File: src/hw/rtl/kev_pkg.sv
`timescale 1ns / 1ps
// ----------------------------------------------------------------------------
// kev_pkg
// Shared codes, defaults and the command bundle of the key event table.
// ----------------------------------------------------------------------------
package kev_pkg;

    localparam int ENTRIES_DEF   = 16;
    localparam int KEY_COUNT_DEF = 64;
    localparam int MAX_RESULTS   = 16;

    localparam logic [2:0] FUNC_TICK       = 3'd0;
    localparam logic [2:0] FUNC_REGISTER   = 3'd1;
    localparam logic [2:0] FUNC_REMOVE_ID  = 3'd2;
    localparam logic [2:0] FUNC_REMOVE_KEY = 3'd3;
    localparam logic [2:0] FUNC_CLEAR      = 3'd4;

    localparam logic [1:0] KIND_PRESS   = 2'd0;
    localparam logic [1:0] KIND_RELEASE = 2'd1;
    localparam logic [1:0] KIND_HOLD    = 2'd2;

    localparam logic [1:0] EV_PRESS   = 2'd0;
    localparam logic [1:0] EV_RELEASE = 2'd1;
    localparam logic [1:0] EV_HOLD    = 2'd2;
    localparam logic [1:0] EV_NONE    = 2'd3;

    localparam logic [1:0] ST_OK        = 2'd0;
    localparam logic [1:0] ST_FULL      = 2'd1;
    localparam logic [1:0] ST_NOT_FOUND = 2'd2;

    localparam logic [23:0] HOLD_MAX = 24'hFFFFFF;

    typedef struct packed {
        logic load;
        logic rd_en;
        logic finish;
    } kev_cmd_t;

endpackage

File: src/hw/rtl/key_event_table_core.sv
`timescale 1ns / 1ps
// ----------------------------------------------------------------------------
// key_event_table_core
// Watch table for key press, release and hold events with auto-repeat.
// ----------------------------------------------------------------------------
// Every item is one pass: the sequencer walks one slot per cycle through the
// slot memory read port, then closes the item.
// Tick events appear during the walk, the final beat at the end; busy stays
// high until the final beat is issued. Results cannot be stalled.
// Reset clears all slots, flags and the id counter (next id is one).
// ----------------------------------------------------------------------------
module key_event_table_core #(
    parameter int ENTRIES   = kev_pkg::ENTRIES_DEF,
    parameter int KEY_COUNT = kev_pkg::KEY_COUNT_DEF
) (
    input  logic        clk,
    input  logic        rst_n,
    input  logic        start,
    output logic        busy,
    input  logic [2:0]  func,
    input  logic [31:0] now_ms,
    input  logic [63:0] pressed_map,
    input  logic [5:0]  key,
    input  logic [1:0]  kind,
    input  logic [15:0] hold_delay_ms,
    input  logic        repeat_enable,
    input  logic [15:0] repeat_period_ms,
    input  logic [15:0] target_id,
    output logic        result_valid,
    output logic [1:0]  event_kind,
    output logic [15:0] entry_id,
    output logic [23:0] hold_ms,
    output logic [1:0]  status,
    output logic [6:0]  removed_count,
    output logic        last
);
    import kev_pkg::*;

    localparam int IDX_W = (ENTRIES > 1) ? $clog2(ENTRIES) : 1;

    kev_cmd_t         cmd;
    logic [IDX_W-1:0] rd_addr;

    kev_ctrl #(
        .ENTRIES (ENTRIES),
        .IDX_W   (IDX_W)
    ) u_ctrl (
        .clk     (clk),
        .rst_n   (rst_n),
        .start   (start),
        .busy    (busy),
        .cmd     (cmd),
        .rd_addr (rd_addr)
    );

    kev_dp #(
        .ENTRIES   (ENTRIES),
        .KEY_COUNT (KEY_COUNT),
        .IDX_W     (IDX_W)
    ) u_dp (
        .clk              (clk),
        .rst_n            (rst_n),
        .cmd              (cmd),
        .rd_addr          (rd_addr),
        .func             (func),
        .now_ms           (now_ms),
        .pressed_map      (pressed_map),
        .key              (key),
        .kind             (kind),
        .hold_delay_ms    (hold_delay_ms),
        .repeat_enable    (repeat_enable),
        .repeat_period_ms (repeat_period_ms),
        .target_id        (target_id),
        .result_valid     (result_valid),
        .event_kind       (event_kind),
        .entry_id         (entry_id),
        .hold_ms          (hold_ms),
        .status           (status),
        .removed_count    (removed_count),
        .last             (last)
    );

endmodule

File: src/hw/rtl/kev_ctrl.sv
`timescale 1ns / 1ps
// ----------------------------------------------------------------------------
// kev_ctrl
// Sequencer: accepts a beat, walks every slot once, then closes the item.
// ----------------------------------------------------------------------------
module kev_ctrl #(
    parameter int ENTRIES = kev_pkg::ENTRIES_DEF,
    parameter int IDX_W   = (ENTRIES > 1) ? $clog2(ENTRIES) : 1
) (
    input  logic              clk,
    input  logic              rst_n,
    input  logic              start,
    output logic              busy,
    output kev_pkg::kev_cmd_t cmd,
    output logic [IDX_W-1:0]  rd_addr
);
    import kev_pkg::*;

    typedef enum logic [1:0] {S_IDLE, S_WALK, S_DRAIN, S_FINISH} state_t;

    state_t           state_reg;
    logic [IDX_W-1:0] idx_reg;
    logic             busy_reg;

    always_ff @(posedge clk or negedge rst_n)
    begin
        if (!rst_n)
        begin
            state_reg <= S_IDLE;
            idx_reg   <= '0;
            busy_reg  <= 1'b0;
        end
        else
        begin
            unique case (state_reg)
                S_IDLE:
                begin
                    if (start)
                    begin
                        state_reg <= S_WALK;
                        idx_reg   <= '0;
                        busy_reg  <= 1'b1;
                    end
                end
                S_WALK:
                begin
                    if (idx_reg == IDX_W'(ENTRIES - 1))
                        state_reg <= S_DRAIN;
                    else
                        idx_reg <= idx_reg + IDX_W'(1);
                end
                S_DRAIN:
                    state_reg <= S_FINISH;
                S_FINISH:
                begin
                    state_reg <= S_IDLE;
                    busy_reg  <= 1'b0;
                end
                default:
                    state_reg <= S_IDLE;
            endcase
        end
    end

    assign busy       = busy_reg;
    assign rd_addr    = idx_reg;
    assign cmd.load   = (state_reg == S_IDLE) && start;
    assign cmd.rd_en  = (state_reg == S_WALK);
    assign cmd.finish = (state_reg == S_FINISH);

endmodule

File: src/hw/rtl/kev_dp.sv
`timescale 1ns / 1ps
// ----------------------------------------------------------------------------
// kev_dp
// Slot storage, per-slot evaluation, event buffering and result registers.
// ----------------------------------------------------------------------------
module kev_dp #(
    parameter int ENTRIES   = kev_pkg::ENTRIES_DEF,
    parameter int KEY_COUNT = kev_pkg::KEY_COUNT_DEF,
    parameter int IDX_W     = (ENTRIES > 1) ? $clog2(ENTRIES) : 1
) (
    input  logic              clk,
    input  logic              rst_n,
    input  kev_pkg::kev_cmd_t cmd,
    input  logic [IDX_W-1:0]  rd_addr,
    input  logic [2:0]        func,
    input  logic [31:0]       now_ms,
    input  logic [63:0]       pressed_map,
    input  logic [5:0]        key,
    input  logic [1:0]        kind,
    input  logic [15:0]       hold_delay_ms,
    input  logic              repeat_enable,
    input  logic [15:0]       repeat_period_ms,
    input  logic [15:0]       target_id,
    output logic              result_valid,
    output logic [1:0]        event_kind,
    output logic [15:0]       entry_id,
    output logic [23:0]       hold_ms,
    output logic [1:0]        status,
    output logic [6:0]        removed_count,
    output logic              last
);
    import kev_pkg::*;

    // latched item
    logic [2:0]  func_reg;
    logic [31:0] now_reg;
    logic [63:0] map_reg;
    logic [5:0]  key_reg;
    logic [1:0]  kind_reg;
    logic [15:0] delay_reg;
    logic        rep_reg;
    logic [15:0] intv_reg;
    logic [15:0] target_reg;

    // slot memories
    logic [15:0] mem_id    [ENTRIES];
    logic [5:0]  mem_key   [ENTRIES];
    logic [1:0]  mem_kind  [ENTRIES];
    logic [15:0] mem_delay [ENTRIES];
    logic        mem_rep   [ENTRIES];
    logic [15:0] mem_intv  [ENTRIES];
    logic [31:0] mem_press [ENTRIES];
    logic [31:0] mem_last  [ENTRIES];

    logic [15:0] rd_id_reg;
    logic [5:0]  rd_key_reg;
    logic [1:0]  rd_kind_reg;
    logic [15:0] rd_delay_reg;
    logic        rd_rep_reg;
    logic [15:0] rd_intv_reg;
    logic [31:0] rd_press_reg;
    logic [31:0] rd_last_reg;

    logic             p_vld_reg;
    logic [IDX_W-1:0] p_idx_reg;

    logic [ENTRIES-1:0] valid_reg;
    logic [ENTRIES-1:0] was_down_reg;
    logic [ENTRIES-1:0] fired_reg;
    logic [15:0]        next_id_reg;
    logic               found_reg;
    logic [15:0]        ans_id_reg;
    logic [6:0]         cnt_reg;
    logic [4:0]         n_reg;

    logic               pend_vld_reg;
    logic [1:0]         pend_ev_reg;
    logic [15:0]        pend_id_reg;
    logic [23:0]        pend_hold_reg;

    logic               res_vld_reg;
    logic [1:0]         res_ev_reg;
    logic [15:0]        res_id_reg;
    logic [23:0]        res_hold_reg;
    logic [1:0]         res_st_reg;
    logic [6:0]         res_cnt_reg;
    logic               res_last_reg;

    // per-slot evaluation
    logic        cur_valid;
    logic        wd;
    logic        down;
    logic        press_edge;
    logic [31:0] pt;
    logic        hf;
    logic [31:0] elapsed;
    logic        fire;
    logic [1:0]  ev;
    logic [23:0] hold_val;
    logic        hf_new;
    logic        do_tick;
    logic        do_reg;
    logic        do_rm_id;
    logic        do_rm_key;
    logic        emit;

    always_comb
    begin
        cur_valid  = valid_reg[p_idx_reg];
        wd         = was_down_reg[p_idx_reg];
        down       = ({1'b0, rd_key_reg} < 7'(KEY_COUNT)) && map_reg[rd_key_reg];
        press_edge = down && !wd;
        pt         = press_edge ? now_reg : rd_press_reg;
        hf         = press_edge ? 1'b0 : fired_reg[p_idx_reg];
        elapsed    = now_reg - pt;
        fire       = 1'b0;
        ev         = EV_NONE;
        hold_val   = '0;
        hf_new     = hf;
        case (rd_kind_reg)
            KIND_PRESS:
            begin
                fire = down && !wd;
                ev   = EV_PRESS;
            end
            KIND_RELEASE:
            begin
                fire = !down && wd;
                ev   = EV_RELEASE;
            end
            KIND_HOLD:
            begin
                ev = EV_HOLD;
                if (down && (elapsed >= {16'd0, rd_delay_reg}) &&
                    (!hf || (rd_rep_reg && ((now_reg - rd_last_reg) >= {16'd0, rd_intv_reg}))))
                begin
                    fire   = 1'b1;
                    hf_new = 1'b1;
                end
                hold_val = (|elapsed[31:24]) ? HOLD_MAX : elapsed[23:0];
            end
            default:
                fire = 1'b0;
        endcase
        do_tick   = p_vld_reg && cur_valid && (func_reg == FUNC_TICK);
        do_reg    = p_vld_reg && !cur_valid && !found_reg && (func_reg == FUNC_REGISTER);
        do_rm_id  = p_vld_reg && cur_valid && !found_reg && (func_reg == FUNC_REMOVE_ID) &&
                    (rd_id_reg == target_reg);
        do_rm_key = p_vld_reg && cur_valid && (func_reg == FUNC_REMOVE_KEY) &&
                    (rd_key_reg == key_reg);
        emit      = do_tick && fire && (n_reg < 5'(MAX_RESULTS));
    end

    // item latch, memories, read port
    always_ff @(posedge clk)
    begin
        if (cmd.load)
        begin
            func_reg   <= func;
            now_reg    <= now_ms;
            map_reg    <= pressed_map;
            key_reg    <= key;
            kind_reg   <= kind;
            delay_reg  <= hold_delay_ms;
            rep_reg    <= repeat_enable;
            intv_reg   <= repeat_period_ms;
            target_reg <= target_id;
        end
        if (cmd.rd_en)
        begin
            rd_id_reg    <= mem_id[rd_addr];
            rd_key_reg   <= mem_key[rd_addr];
            rd_kind_reg  <= mem_kind[rd_addr];
            rd_delay_reg <= mem_delay[rd_addr];
            rd_rep_reg   <= mem_rep[rd_addr];
            rd_intv_reg  <= mem_intv[rd_addr];
            rd_press_reg <= mem_press[rd_addr];
            rd_last_reg  <= mem_last[rd_addr];
        end
        if (do_reg)
        begin
            mem_id[p_idx_reg]    <= next_id_reg;
            mem_key[p_idx_reg]   <= key_reg;
            mem_kind[p_idx_reg]  <= kind_reg;
            mem_delay[p_idx_reg] <= delay_reg;
            mem_rep[p_idx_reg]   <= rep_reg;
            mem_intv[p_idx_reg]  <= intv_reg;
        end
        if (do_tick && (rd_kind_reg == KIND_HOLD))
        begin
            if (press_edge)
                mem_press[p_idx_reg] <= now_reg;
            if (fire)
                mem_last[p_idx_reg] <= now_reg;
        end
        if (do_reg)
            ans_id_reg <= next_id_reg;
        if (emit)
        begin
            pend_ev_reg   <= ev;
            pend_id_reg   <= rd_id_reg;
            pend_hold_reg <= (ev == EV_HOLD) ? hold_val : 24'd0;
        end
    end

    // control state and results
    always_ff @(posedge clk or negedge rst_n)
    begin
        if (!rst_n)
        begin
            p_vld_reg    <= 1'b0;
            p_idx_reg    <= '0;
            valid_reg    <= '0;
            was_down_reg <= '0;
            fired_reg    <= '0;
            next_id_reg  <= 16'd1;
            found_reg    <= 1'b0;
            cnt_reg      <= '0;
            n_reg        <= '0;
            pend_vld_reg <= 1'b0;
            res_vld_reg  <= 1'b0;
            res_ev_reg   <= EV_NONE;
            res_id_reg   <= '0;
            res_hold_reg <= '0;
            res_st_reg   <= ST_OK;
            res_cnt_reg  <= '0;
            res_last_reg <= 1'b0;
        end
        else
        begin
            p_vld_reg   <= cmd.rd_en;
            p_idx_reg   <= rd_addr;
            res_vld_reg <= 1'b0;
            if (cmd.load)
            begin
                found_reg    <= 1'b0;
                cnt_reg      <= '0;
                n_reg        <= '0;
                pend_vld_reg <= 1'b0;
            end
            if (do_tick)
            begin
                was_down_reg[p_idx_reg] <= down;
                if (rd_kind_reg == KIND_HOLD)
                    fired_reg[p_idx_reg] <= hf_new;
            end
            if (do_reg)
            begin
                valid_reg[p_idx_reg]    <= 1'b1;
                was_down_reg[p_idx_reg] <= 1'b0;
                fired_reg[p_idx_reg]    <= 1'b0;
                next_id_reg             <= next_id_reg + 16'd1;
                found_reg               <= 1'b1;
            end
            if (do_rm_id)
            begin
                valid_reg[p_idx_reg] <= 1'b0;
                found_reg            <= 1'b1;
            end
            if (do_rm_key)
            begin
                valid_reg[p_idx_reg] <= 1'b0;
                cnt_reg              <= cnt_reg + 7'd1;
            end
            if (emit)
            begin
                // flush the held beat: a newer event follows it
                n_reg        <= n_reg + 5'd1;
                pend_vld_reg <= 1'b1;
                if (pend_vld_reg)
                begin
                    res_vld_reg  <= 1'b1;
                    res_ev_reg   <= pend_ev_reg;
                    res_id_reg   <= pend_id_reg;
                    res_hold_reg <= pend_hold_reg;
                    res_st_reg   <= ST_OK;
                    res_cnt_reg  <= '0;
                    res_last_reg <= 1'b0;
                end
            end
            if (cmd.finish)
            begin
                res_vld_reg  <= 1'b1;
                res_ev_reg   <= EV_NONE;
                res_id_reg   <= '0;
                res_hold_reg <= '0;
                res_st_reg   <= ST_OK;
                res_cnt_reg  <= '0;
                res_last_reg <= 1'b1;
                case (func_reg)
                    FUNC_TICK:
                    begin
                        if (pend_vld_reg)
                        begin
                            res_ev_reg   <= pend_ev_reg;
                            res_id_reg   <= pend_id_reg;
                            res_hold_reg <= pend_hold_reg;
                        end
                    end
                    FUNC_REGISTER:
                    begin
                        if (found_reg)
                            res_id_reg <= ans_id_reg;
                        else
                            res_st_reg <= ST_FULL;
                    end
                    FUNC_REMOVE_ID:
                    begin
                        res_id_reg <= target_reg;
                        res_st_reg <= found_reg ? ST_OK : ST_NOT_FOUND;
                    end
                    FUNC_REMOVE_KEY:
                        res_cnt_reg <= cnt_reg;
                    FUNC_CLEAR:
                        valid_reg <= '0;
                    default:
                        res_st_reg <= ST_OK;
                endcase
            end
        end
    end

    assign result_valid  = res_vld_reg;
    assign event_kind    = res_ev_reg;
    assign entry_id      = res_id_reg;
    assign hold_ms       = res_hold_reg;
    assign status        = res_st_reg;
    assign removed_count = res_cnt_reg;
    assign last          = res_last_reg;

endmodule
File: config.mk
export PLATFORM = sky130hd
export DESIGN_NAME = key_event_table_core
export DESIGN_NICKNAME = d
export VERILOG_FILES = /design/src/hw/rtl/kev_pkg.sv /design/src/hw/rtl/key_event_table_core.sv /design/src/hw/rtl/kev_ctrl.sv /design/src/hw/rtl/kev_dp.sv
export SDC_FILE = /design/constraint.sdc
export NUM_CORES = 2
export LEC_CHECK = 0
export BUFFER_PORTS_ARGS = -buffer_cell sky130_fd_sc_hd__buf_2
export CAP_MARGIN = 20
export CORE_AREA = 2 2 436 438
export DETAILED_ROUTE_END_ITERATION = 7
export DIE_AREA = 0 0 438 440
export PLACE_DENSITY = 0.65
export SYNTH_ARGS = -nofsm -noshare
export SYNTH_HDL_FRONTEND = slang
export SYNTH_HIERARCHICAL = 1
export SYNTH_SLANG_ARGS = --single-unit
File: constraint.sdc
create_clock -name clk -period 13.6 [get_ports clk]
set_input_delay 0.68 -clock clk [delete_from_list [all_inputs] [get_ports clk]]
set_output_delay 0.68 -clock clk [all_outputs]
set_load 0.005 [all_outputs]
Word-level counts from Yosys, hierarchy flattened. Memory sizes are Yosys's and may differ from the RTL's. A register that Yosys moved wholly into a read port is not among the register bits. Index checks and enable logic that the tools add are counted.

Memories kept: 8. Output and inout bits: 54. Bits in writable memories: 1936. Input bits: 159. Word-level logic and storage cells: 203. Bits in registers: 357.

$lt $le $gt $ge: 6. Eq/ne operators: 16. Muxes and demuxes: 86. Bitwise logic cells: 6. Add/subtract/negate cells: 6. Reduce and logical (&&, ||, !) cells: 42.

Memory list: u_dp.mem_last (depth 16, bits a word 32, rd ports 1, clocked after Yosys merged registers in 1, write ports 1, RTL line kev_dp.sv:53) `logic [31:0] mem_last [ENTRIES];`; u_dp.mem_press (depth 16, bits a word 32, rd ports 1, clocked after Yosys merged registers in 1, write ports 1, RTL line kev_dp.sv:52) `logic [31:0] mem_press [ENTRIES];`; u_dp.mem_delay (depth 16, bits a word 16, rd ports 1, clocked after Yosys merged registers in 1, write ports 1, RTL line kev_dp.sv:49) `logic [15:0] mem_delay [ENTRIES];`; u_dp.mem_id (depth 16, bits a word 16, rd ports 1, clocked after Yosys merged registers in 1, write ports 1, RTL line kev_dp.sv:46) `logic [15:0] mem_id [ENTRIES];`; u_dp.mem_intv (depth 16, bits a word 16, rd ports 1, clocked after Yosys merged registers in 1, write ports 1, RTL line kev_dp.sv:51) `logic [15:0] mem_intv [ENTRIES];`; u_dp.mem_key (depth 16, bits a word 6, rd ports 1, clocked after Yosys merged registers in 1, write ports 1, RTL line kev_dp.sv:47) `logic [5:0] mem_key [ENTRIES];`; +2 memories.

Operators by type and width (number): two-way mux 16 bit (15); two-way mux 24 bit (6); AND 16 bit (4); greater-or-equal comparator 32 x 16 -> 1 bit (2); subtractor 32 bit (2); one-hot mux 16 bit (3 select lines) (1); two-way mux 7 bit (6); bitwise mux 16 bit (2); two-way mux 32 bit (1); two-way mux 1 bit (29); two-way mux 2 bit (11); logical AND 1 bit (20); adder 16 x 1 -> 16 bit (second input constant) (1); == test 16 bit (1); NOT 16 bit (1); bitwise OR 16 bit (1); binary-select mux 1 bit (select 4 bit) (3); nonzero test 2 bit (6); two-way mux 5 bit (2); == test 2 bit (second input constant) (4); two-way mux 4 bit (2); one-hot mux 2 bit (4 select lines) (1); one-hot mux 4 bit (2 select lines) (1); AND reduction 2 bit (4); 27 further kinds (36).

Depth between registers and ports, before layout.
Word-level depth: 16. Mapped depth: 32. Depth with buffers taken out: 29.

Modules after synthesis. The synthesis kept the hierarchy.

By module, submodules not included: kev_dp (area each 94887.3 sq um, instances 1, sequential area each 71602.4 sq um, cells each 4539); kev_ctrl (area each 436.7 sq um, instances 1, sequential area each 175.2 sq um, cells each 40).

Least setup slack after synthesis. OpenSTA, ideal clock, no wires.

Path kind: register to register. Start point: register u_dp.p_idx_reg[0]. End point: register u_dp.n_reg[0]. Library setup time: 0.129 ns. Cell stages (with the launch flop): 30. Path buffers: 4. Required time: 13.471 ns. Clock period less this slack: 7.557 ns. Setup slack: 6.043 ns. Arrival: 7.428 ns. Cells stage by stage: dfrtp_1 > buf_2 > buf_2 > mux4_2 > a22oi_1 > nand3_1 > nor2_1 > clkbuf_1 > mux2_2 > ha_1 > fa_1 > nor2b_1 > o2111ai_1 > nand2_1 > a31oi_1 > o21ai_0 > xor2_1 > ha_1 > o21ai_0 > nor2_1 > nor3_1 > o21ai_0 > o211ai_1 > and4_1 > nand4_1 > o211ai_2 > a21oi_2 > clkbuf_1 > nor2_1 > mux2_2.

Longest elaborated chain between the ends: 14. Elaborated cells on any way between the ends: 25. Classes of those cells: add/sub: 1; order compare: 1; mux: 11; reduce/logical: 12.

Ends and longest elaborated chain: start: declaration (RTL line kev_dp.sv:65) `logic [IDX_W-1:0] p_idx_reg;`; start signal: assignment (RTL line kev_dp.sv:232) `p_idx_reg <= rd_addr;`; binary-select mux 1 bit (select 4 bit) (RTL line kev_dp.sv:110) `wd = was_down_reg[p_idx_reg];`; two-way mux 1 bit (not written as such) (RTL line kev_dp.sv:110); zero test 1 bit (RTL line kev_dp.sv:112, kev_dp.sv:123); logical AND 1 bit (RTL line kev_dp.sv:112, kev_dp.sv:123); two-way mux 32 bit (RTL line kev_dp.sv:113) `pt = press_edge ? now_reg : rd_press_reg;`; subtractor 32 bit (RTL line kev_dp.sv:115) `elapsed = now_reg - pt;`; greater-or-equal comparator 32 x 16 -> 1 bit (RTL line kev_dp.sv:134) `if (down && (elapsed >= {16'd0, rd_delay_reg}) &&`; logical AND 1 bit (2 in series) (RTL line kev_dp.sv:134); two-way mux 1 bit (RTL line kev_dp.sv:134); one-hot mux 1 bit (3 select lines) (RTL line kev_dp.sv:120) `case (rd_kind_reg)`; logical AND 1 bit (*) (2 in series) (RTL line kev_dp.sv:151) `emit = do_tick && fire && (n_reg < 5'(MAX_RESULTS));`; net u_dp.emit (RTL line kev_dp.sv:105) `logic emit;`; two-way mux 5 bit / nonzero test 2 bit (equally long branches); end signal: assignment (RTL line kev_dp.sv:268) `n_reg <= n_reg + 5'd1;`; end: declaration (RTL line kev_dp.sv:74) `logic [4:0] n_reg;`.

The timed path passes the listed nets; every way through them passes the cells marked *. The select of a mux whose other input is x is not followed. A chain may end at the register's enable or synchronous reset.

Worst setup path after layout.
Start point: register u_dp.rd_key_reg[2], read port of u_dp.mem_key. End point: register u_dp.res_hold_reg[15], in the netlist u_dp/hold_ms[15].

Longest elaborated chain between the ends: 14. Elaborated cells on any way between the ends: 19. Classes of those cells: add/sub: 1; order compare: 1; mux: 6; reduce/logical: 11.

Ends and longest elaborated chain: start: declaration (RTL line kev_dp.sv:56) `logic [5:0] rd_key_reg;`; binary-select mux 1 bit (select 6 bit) (*) (RTL line kev_dp.sv:111) `down = ({1'b0, rd_key_reg} < 7'(KEY_COUNT)) && map_reg[rd_key_reg];`; two-way mux 1 bit (not written as such) (*) (RTL line kev_dp.sv:111); logical AND 1 bit (RTL line kev_dp.sv:112, kev_dp.sv:123); two-way mux 32 bit (RTL line kev_dp.sv:113); subtractor 32 bit (RTL line kev_dp.sv:115); greater-or-equal comparator 32 x 16 -> 1 bit (RTL line kev_dp.sv:134); logical AND 1 bit (2 in series) (RTL line kev_dp.sv:134); two-way mux 1 bit (RTL line kev_dp.sv:134); one-hot mux 1 bit (3 select lines) (*) (RTL line kev_dp.sv:120); logical AND 1 bit (*) (2 in series) (RTL line kev_dp.sv:151); nonzero test 2 bit (no line) (*); AND reduction 2 bit (no line) (*); end signal: assignment (RTL line kev_dp.sv:275) `res_hold_reg <= pend_hold_reg;`; end signal: assignment (RTL line kev_dp.sv:297) `res_hold_reg <= pend_hold_reg;`; end: declaration (RTL line kev_dp.sv:84) `logic [23:0] res_hold_reg;`.

Every way passes the cells marked *; elsewhere a longest branch is shown, timed or not. The select of a mux whose other input is x is not followed.

==> results by group <==
Worst setup path
  – Crit path capture type: flip-flop
  – Critical path startpoint category: flip-flop
  – Standard cell with the maximum stage delay on the critical path: edfxtp_1
  – Start point of the critical path: u_dp/rd_key_reg[2]$_DFFE_PP_
  – Data arrival, critical path: 8.95 ns
  – Crit Reg-Reg Startpoint: u_dp/rd_key_reg[2]$_DFFE_PP_
  – Worst stage delay on the critical path: 0.89 ns
  – CP Max Fanout: 32
  – Most numerous cell on the critical path: buf_4
  – Crit path kind: reg2reg
  – Required time at the endpoint of the critical path: 14.39 ns

Timing
  – Setup repair after global routing missed its margin: no
  – Slew Limit Fails: 0
  – Rel. slew slack: 27.11%
  – Final Cycle Share: 60.02%
  – Worst-case clock skew: 0.05547 ns
  – Minimum period implied by the final worst setup slack: 8.163 ns
  – Setup slack of the critical path after layout: 5.437 ns
  – Maximum achievable frequency: 0.1225 GHz
  – Count of final setup violators: 0
  – Worst-case hold slack: 0.05106 ns
  – Slew of the pin with the lowest slew margin: 1.093 ns
  – Total Negative Setup Slacks: 0 ns
  – Final Hold Vio Count: 0

Synthesis
  – Most frequent cells after synthesis: edfxtp_1, mux4_2, nor2_1
  – Post-synthesis net count: 4,843
  – Post-Syn Area: 95,320 um^2
  – Count of state elements after synthesis: 2,414
  – Avg Cell Area, Syn: 20.82 um^2
  – Cell type with the largest total area after synthesis: edfxtp_1
  – Fraction of registers with async set/reset: 5.924%
  – Count of cell types in the netlist: 81
  – Area fraction of the dominant cell type after synthesis: 71.54%
  – Most frequent cell after synthesis: edfxtp_1
  – EDFF count, synth: 2,271
  – Cell types occupying the most area after synthesis: edfxtp_1, mux4_2, dfrtp_1
  – Gate count after technology mapping: 4,579
  – Total of warnings raised by yosys: 6
  – Portion of the post-synthesis area used by sequential elements: 75.30%
  – Commonest register cell after synthesis: edfxtp_1

Global route
  – Tot GR Track Use: 24.15%
  – Number of antenna violations at the first check in global routing: 5
  – Maximum number of pins on one net before global-route repair: 122
  – Global-route wire length before repair: 334,100 um
  – Number of global-route vias before repair: 47,550
  – Global-route congestion overflow total: 0

Floorplanning
  – Area of the placeable core: 188,600 um^2
  – Floorplan die height: 440 um
  – Number of placement rows: 160
  – Width of the die: 438 um
  – Initial Util: 50.55%
  – Area enclosed by the die boundary: 192,700 um^2
  – Top-Level Pins: 213

Layout
  – Filler Cells Inserted: 13,650
  – Fraction of layout instances using a drive strength above 1: 26.13%
  – Total non-filler cell area in the finished layout: 109,300 um^2
  – Area used by multi-input combinational logic: 22,740 um^2
  – Total Nets Final: 5,366
  – Storage element area: 71,790 um^2
  – Biggest registers after layout: u_dp/mem_last: 512 flops, u_dp/mem_press: 512 flops
  – Syn-to-layout area delta: 14.67%

CTS
  – TritonCTS Buffers: 237
  – Clock Tree Root: clkbuf_16
  – H-Tree Level Count: 4
  – Clock Pin Slew Worst Setup and Hold Paths: 0.06 ns
  – Latest clock arrival within the worst-skew pair: 0.89 ns
  – Buffers inserted by post-CTS timing repair: 0
  – TritonCTS Sinks: 2,414
  – Clk buf depth: 3
  – CTS tree: yes

Power and ir drop
  – Peak supply drop: 0.1705 mV
  – Power per cell area: 197.0 nW/um^2
  – Sequential Power Share: 43.3%
  – Switch share: 30.44%
  – Switch Pwr: 6.554 mW
  – Static leakage power: 35.83 nW
  – Share of total power in the clock network: 29.6%
  – Combinational Power Share: 27.1%
  – Design internal power: 14.98 mW

Run
  – Maximum capacitance violations: 0

Route
  – First DRT Iteration DRCs: 5,453
  – Sum of routed wire length over all layers: 232,200 um
  – Via Count: 47,560
  – Avg WL per Cell: 29.67 um
  – Antenna-violating nets left: 0
  – Number of iterations in the first detailed-routing pass: 6
  – Post-DR vias/cell: 6.077
  – Residual DRC: 0

Place
  – IO Port Bufs: 212
  – GP Congestion: 0.8997
  – Placed instance area: 100,200 um^2
  – Post-Place Setup Slack: 4.651 ns
  – Placed wire-length estimate: 128,900 um

Hold path
  – Min-delay worst type: in2reg
  – Hold Startpoint: repeat_enable

Outcome
  – Result of the run: complete, no violations
-- routing by layer --
metal | wire length, um | vias up | global-route usage, % | part of all wire (%)
met5 | 14 | - | 0 | 0.0060
li1 | - | 20010 | - | -
met3 | 17660 | 303 | 3.977 | 7.6
met1 | 98270 | 25310 | 35.45 | 42
met2 | 111000 | 1932 | 38.19 | 48
met4 | 5263 | 2 | 6.168 | 2.3
-- path summary, 6_finish.rpt --
kind | depth (start not counted) | slack [ns] | end
worst max-delay path | 31 | 5.44 | u_dp/hold_ms[15]$_DFFE_PN0P_
worst min-delay path | 1 | 0.05 | u_dp/rep_reg$_DFFE_PP_
worst max register to register | 31 | 5.44 | u_dp/hold_ms[15]$_DFFE_PN0P_
worst min register to register | 0 | 0.47 | u_dp/pend_id_reg[3]$_DFFE_PP_
max in group asynchronous | 4 | 11.44 | u_dp/result_valid$_DFF_PN0_
min in group asynchronous | 2 | 0.31 | u_dp/entry_id[12]$_DFFE_PN0P_
-- cell usage in the layout, fill, tap and decap left out, types with 25 or more instances in the layout --
cell type      synthesis  routed
a211oi_1              30      30
ha_1                 103     102
xnor2_1               45      45
mux4_2               623     623
dfrtp_1              140     136
nor2_4                 0      49
a21oi_1              117     117
clkbuf_16              0     238
o21ai_0               93      93
a21o_1                25      25
dlygate4sd3_1          0     149
nand2_1              155     154
mux2i_1               80      80
clkbuf_1             143      55
nor2_1               156     107
nand3_1               44      44
edfxtp_1            2271    2271
buf_2                  8     211
a22o_1                28      28
xor2_1                39      39
clkinv_2               0      37
nand4_1               36      36
inv_1                111     111
clkinv_1               0      58
buf_4                  3     123
-- critical path: cells and delay by family, from the launching register on --
family	cells	cell delay, ns
compound gates	13	2.44
buf+inv	4	1.57
simple gates	8	1.18
fa+ha+maj	3	0.93
flops	1	0.89
mux	2	0.67
xor+xnor	1	0.22
-- cell type report --
class,count,share of cell area [%]
repair buffers,490,3.302
diodes,3,0.006868
multi-input cells,1848,20.80
clock buffers,302,5.751
inverters,111,0.3812
well taps,2511,2.874
flip-flops and latches,2414,65.68
clock inverters,146,1.203
-- power groups by stage --
stage / clock network [mW] / logic (mW) / registers, mW
2_1_floorplan: 0 / 4.15 / 9.25
3_3_place_gp: 0 / 5.74 / 9.46
3_5_place_dp: 0 / 5.79 / 9.47
4_1_cts: 6.49 / 5.85 / 9.32
5_1_grt: 6.77 / 6.32 / 9.36
6_report: 6.38 / 5.83 / 9.31
-- stage by stage --
step / total power, mW / std cells / util [%]
after floorplan: 13.40 / 4579 / -
after CTS: 21.65 / 7819 / 57.93
final: 21.53 / 7825 / 57.96
after global placement: 15.20 / 7222 / 53.11
after global routing: 22.45 / 7824 / 57.96
after detailed placement: 15.25 / 7222 / 53.11
-- timing repair --
item / CTS / global route
endpoints found under the hold margin: 191 / 0
resized for setup: 0 / 0
hold buffers: 149 / 0
-- logic make-up after synthesis --
| logic type | share of synthesized area (%) |
|---|---|
| adder cells (fa/ha/maj) | 1.394 |
| buffers and inverters | 1.286 |
| flip-flops | 75.30 |
| XOR/XNOR | 0.7718 |
| multiplexers | 15.88 |
| AO/OA/AOI/OAI | 2.876 |
| AND/OR/NAND/NOR | 2.491 |
(Power assumes the default switching activity.)
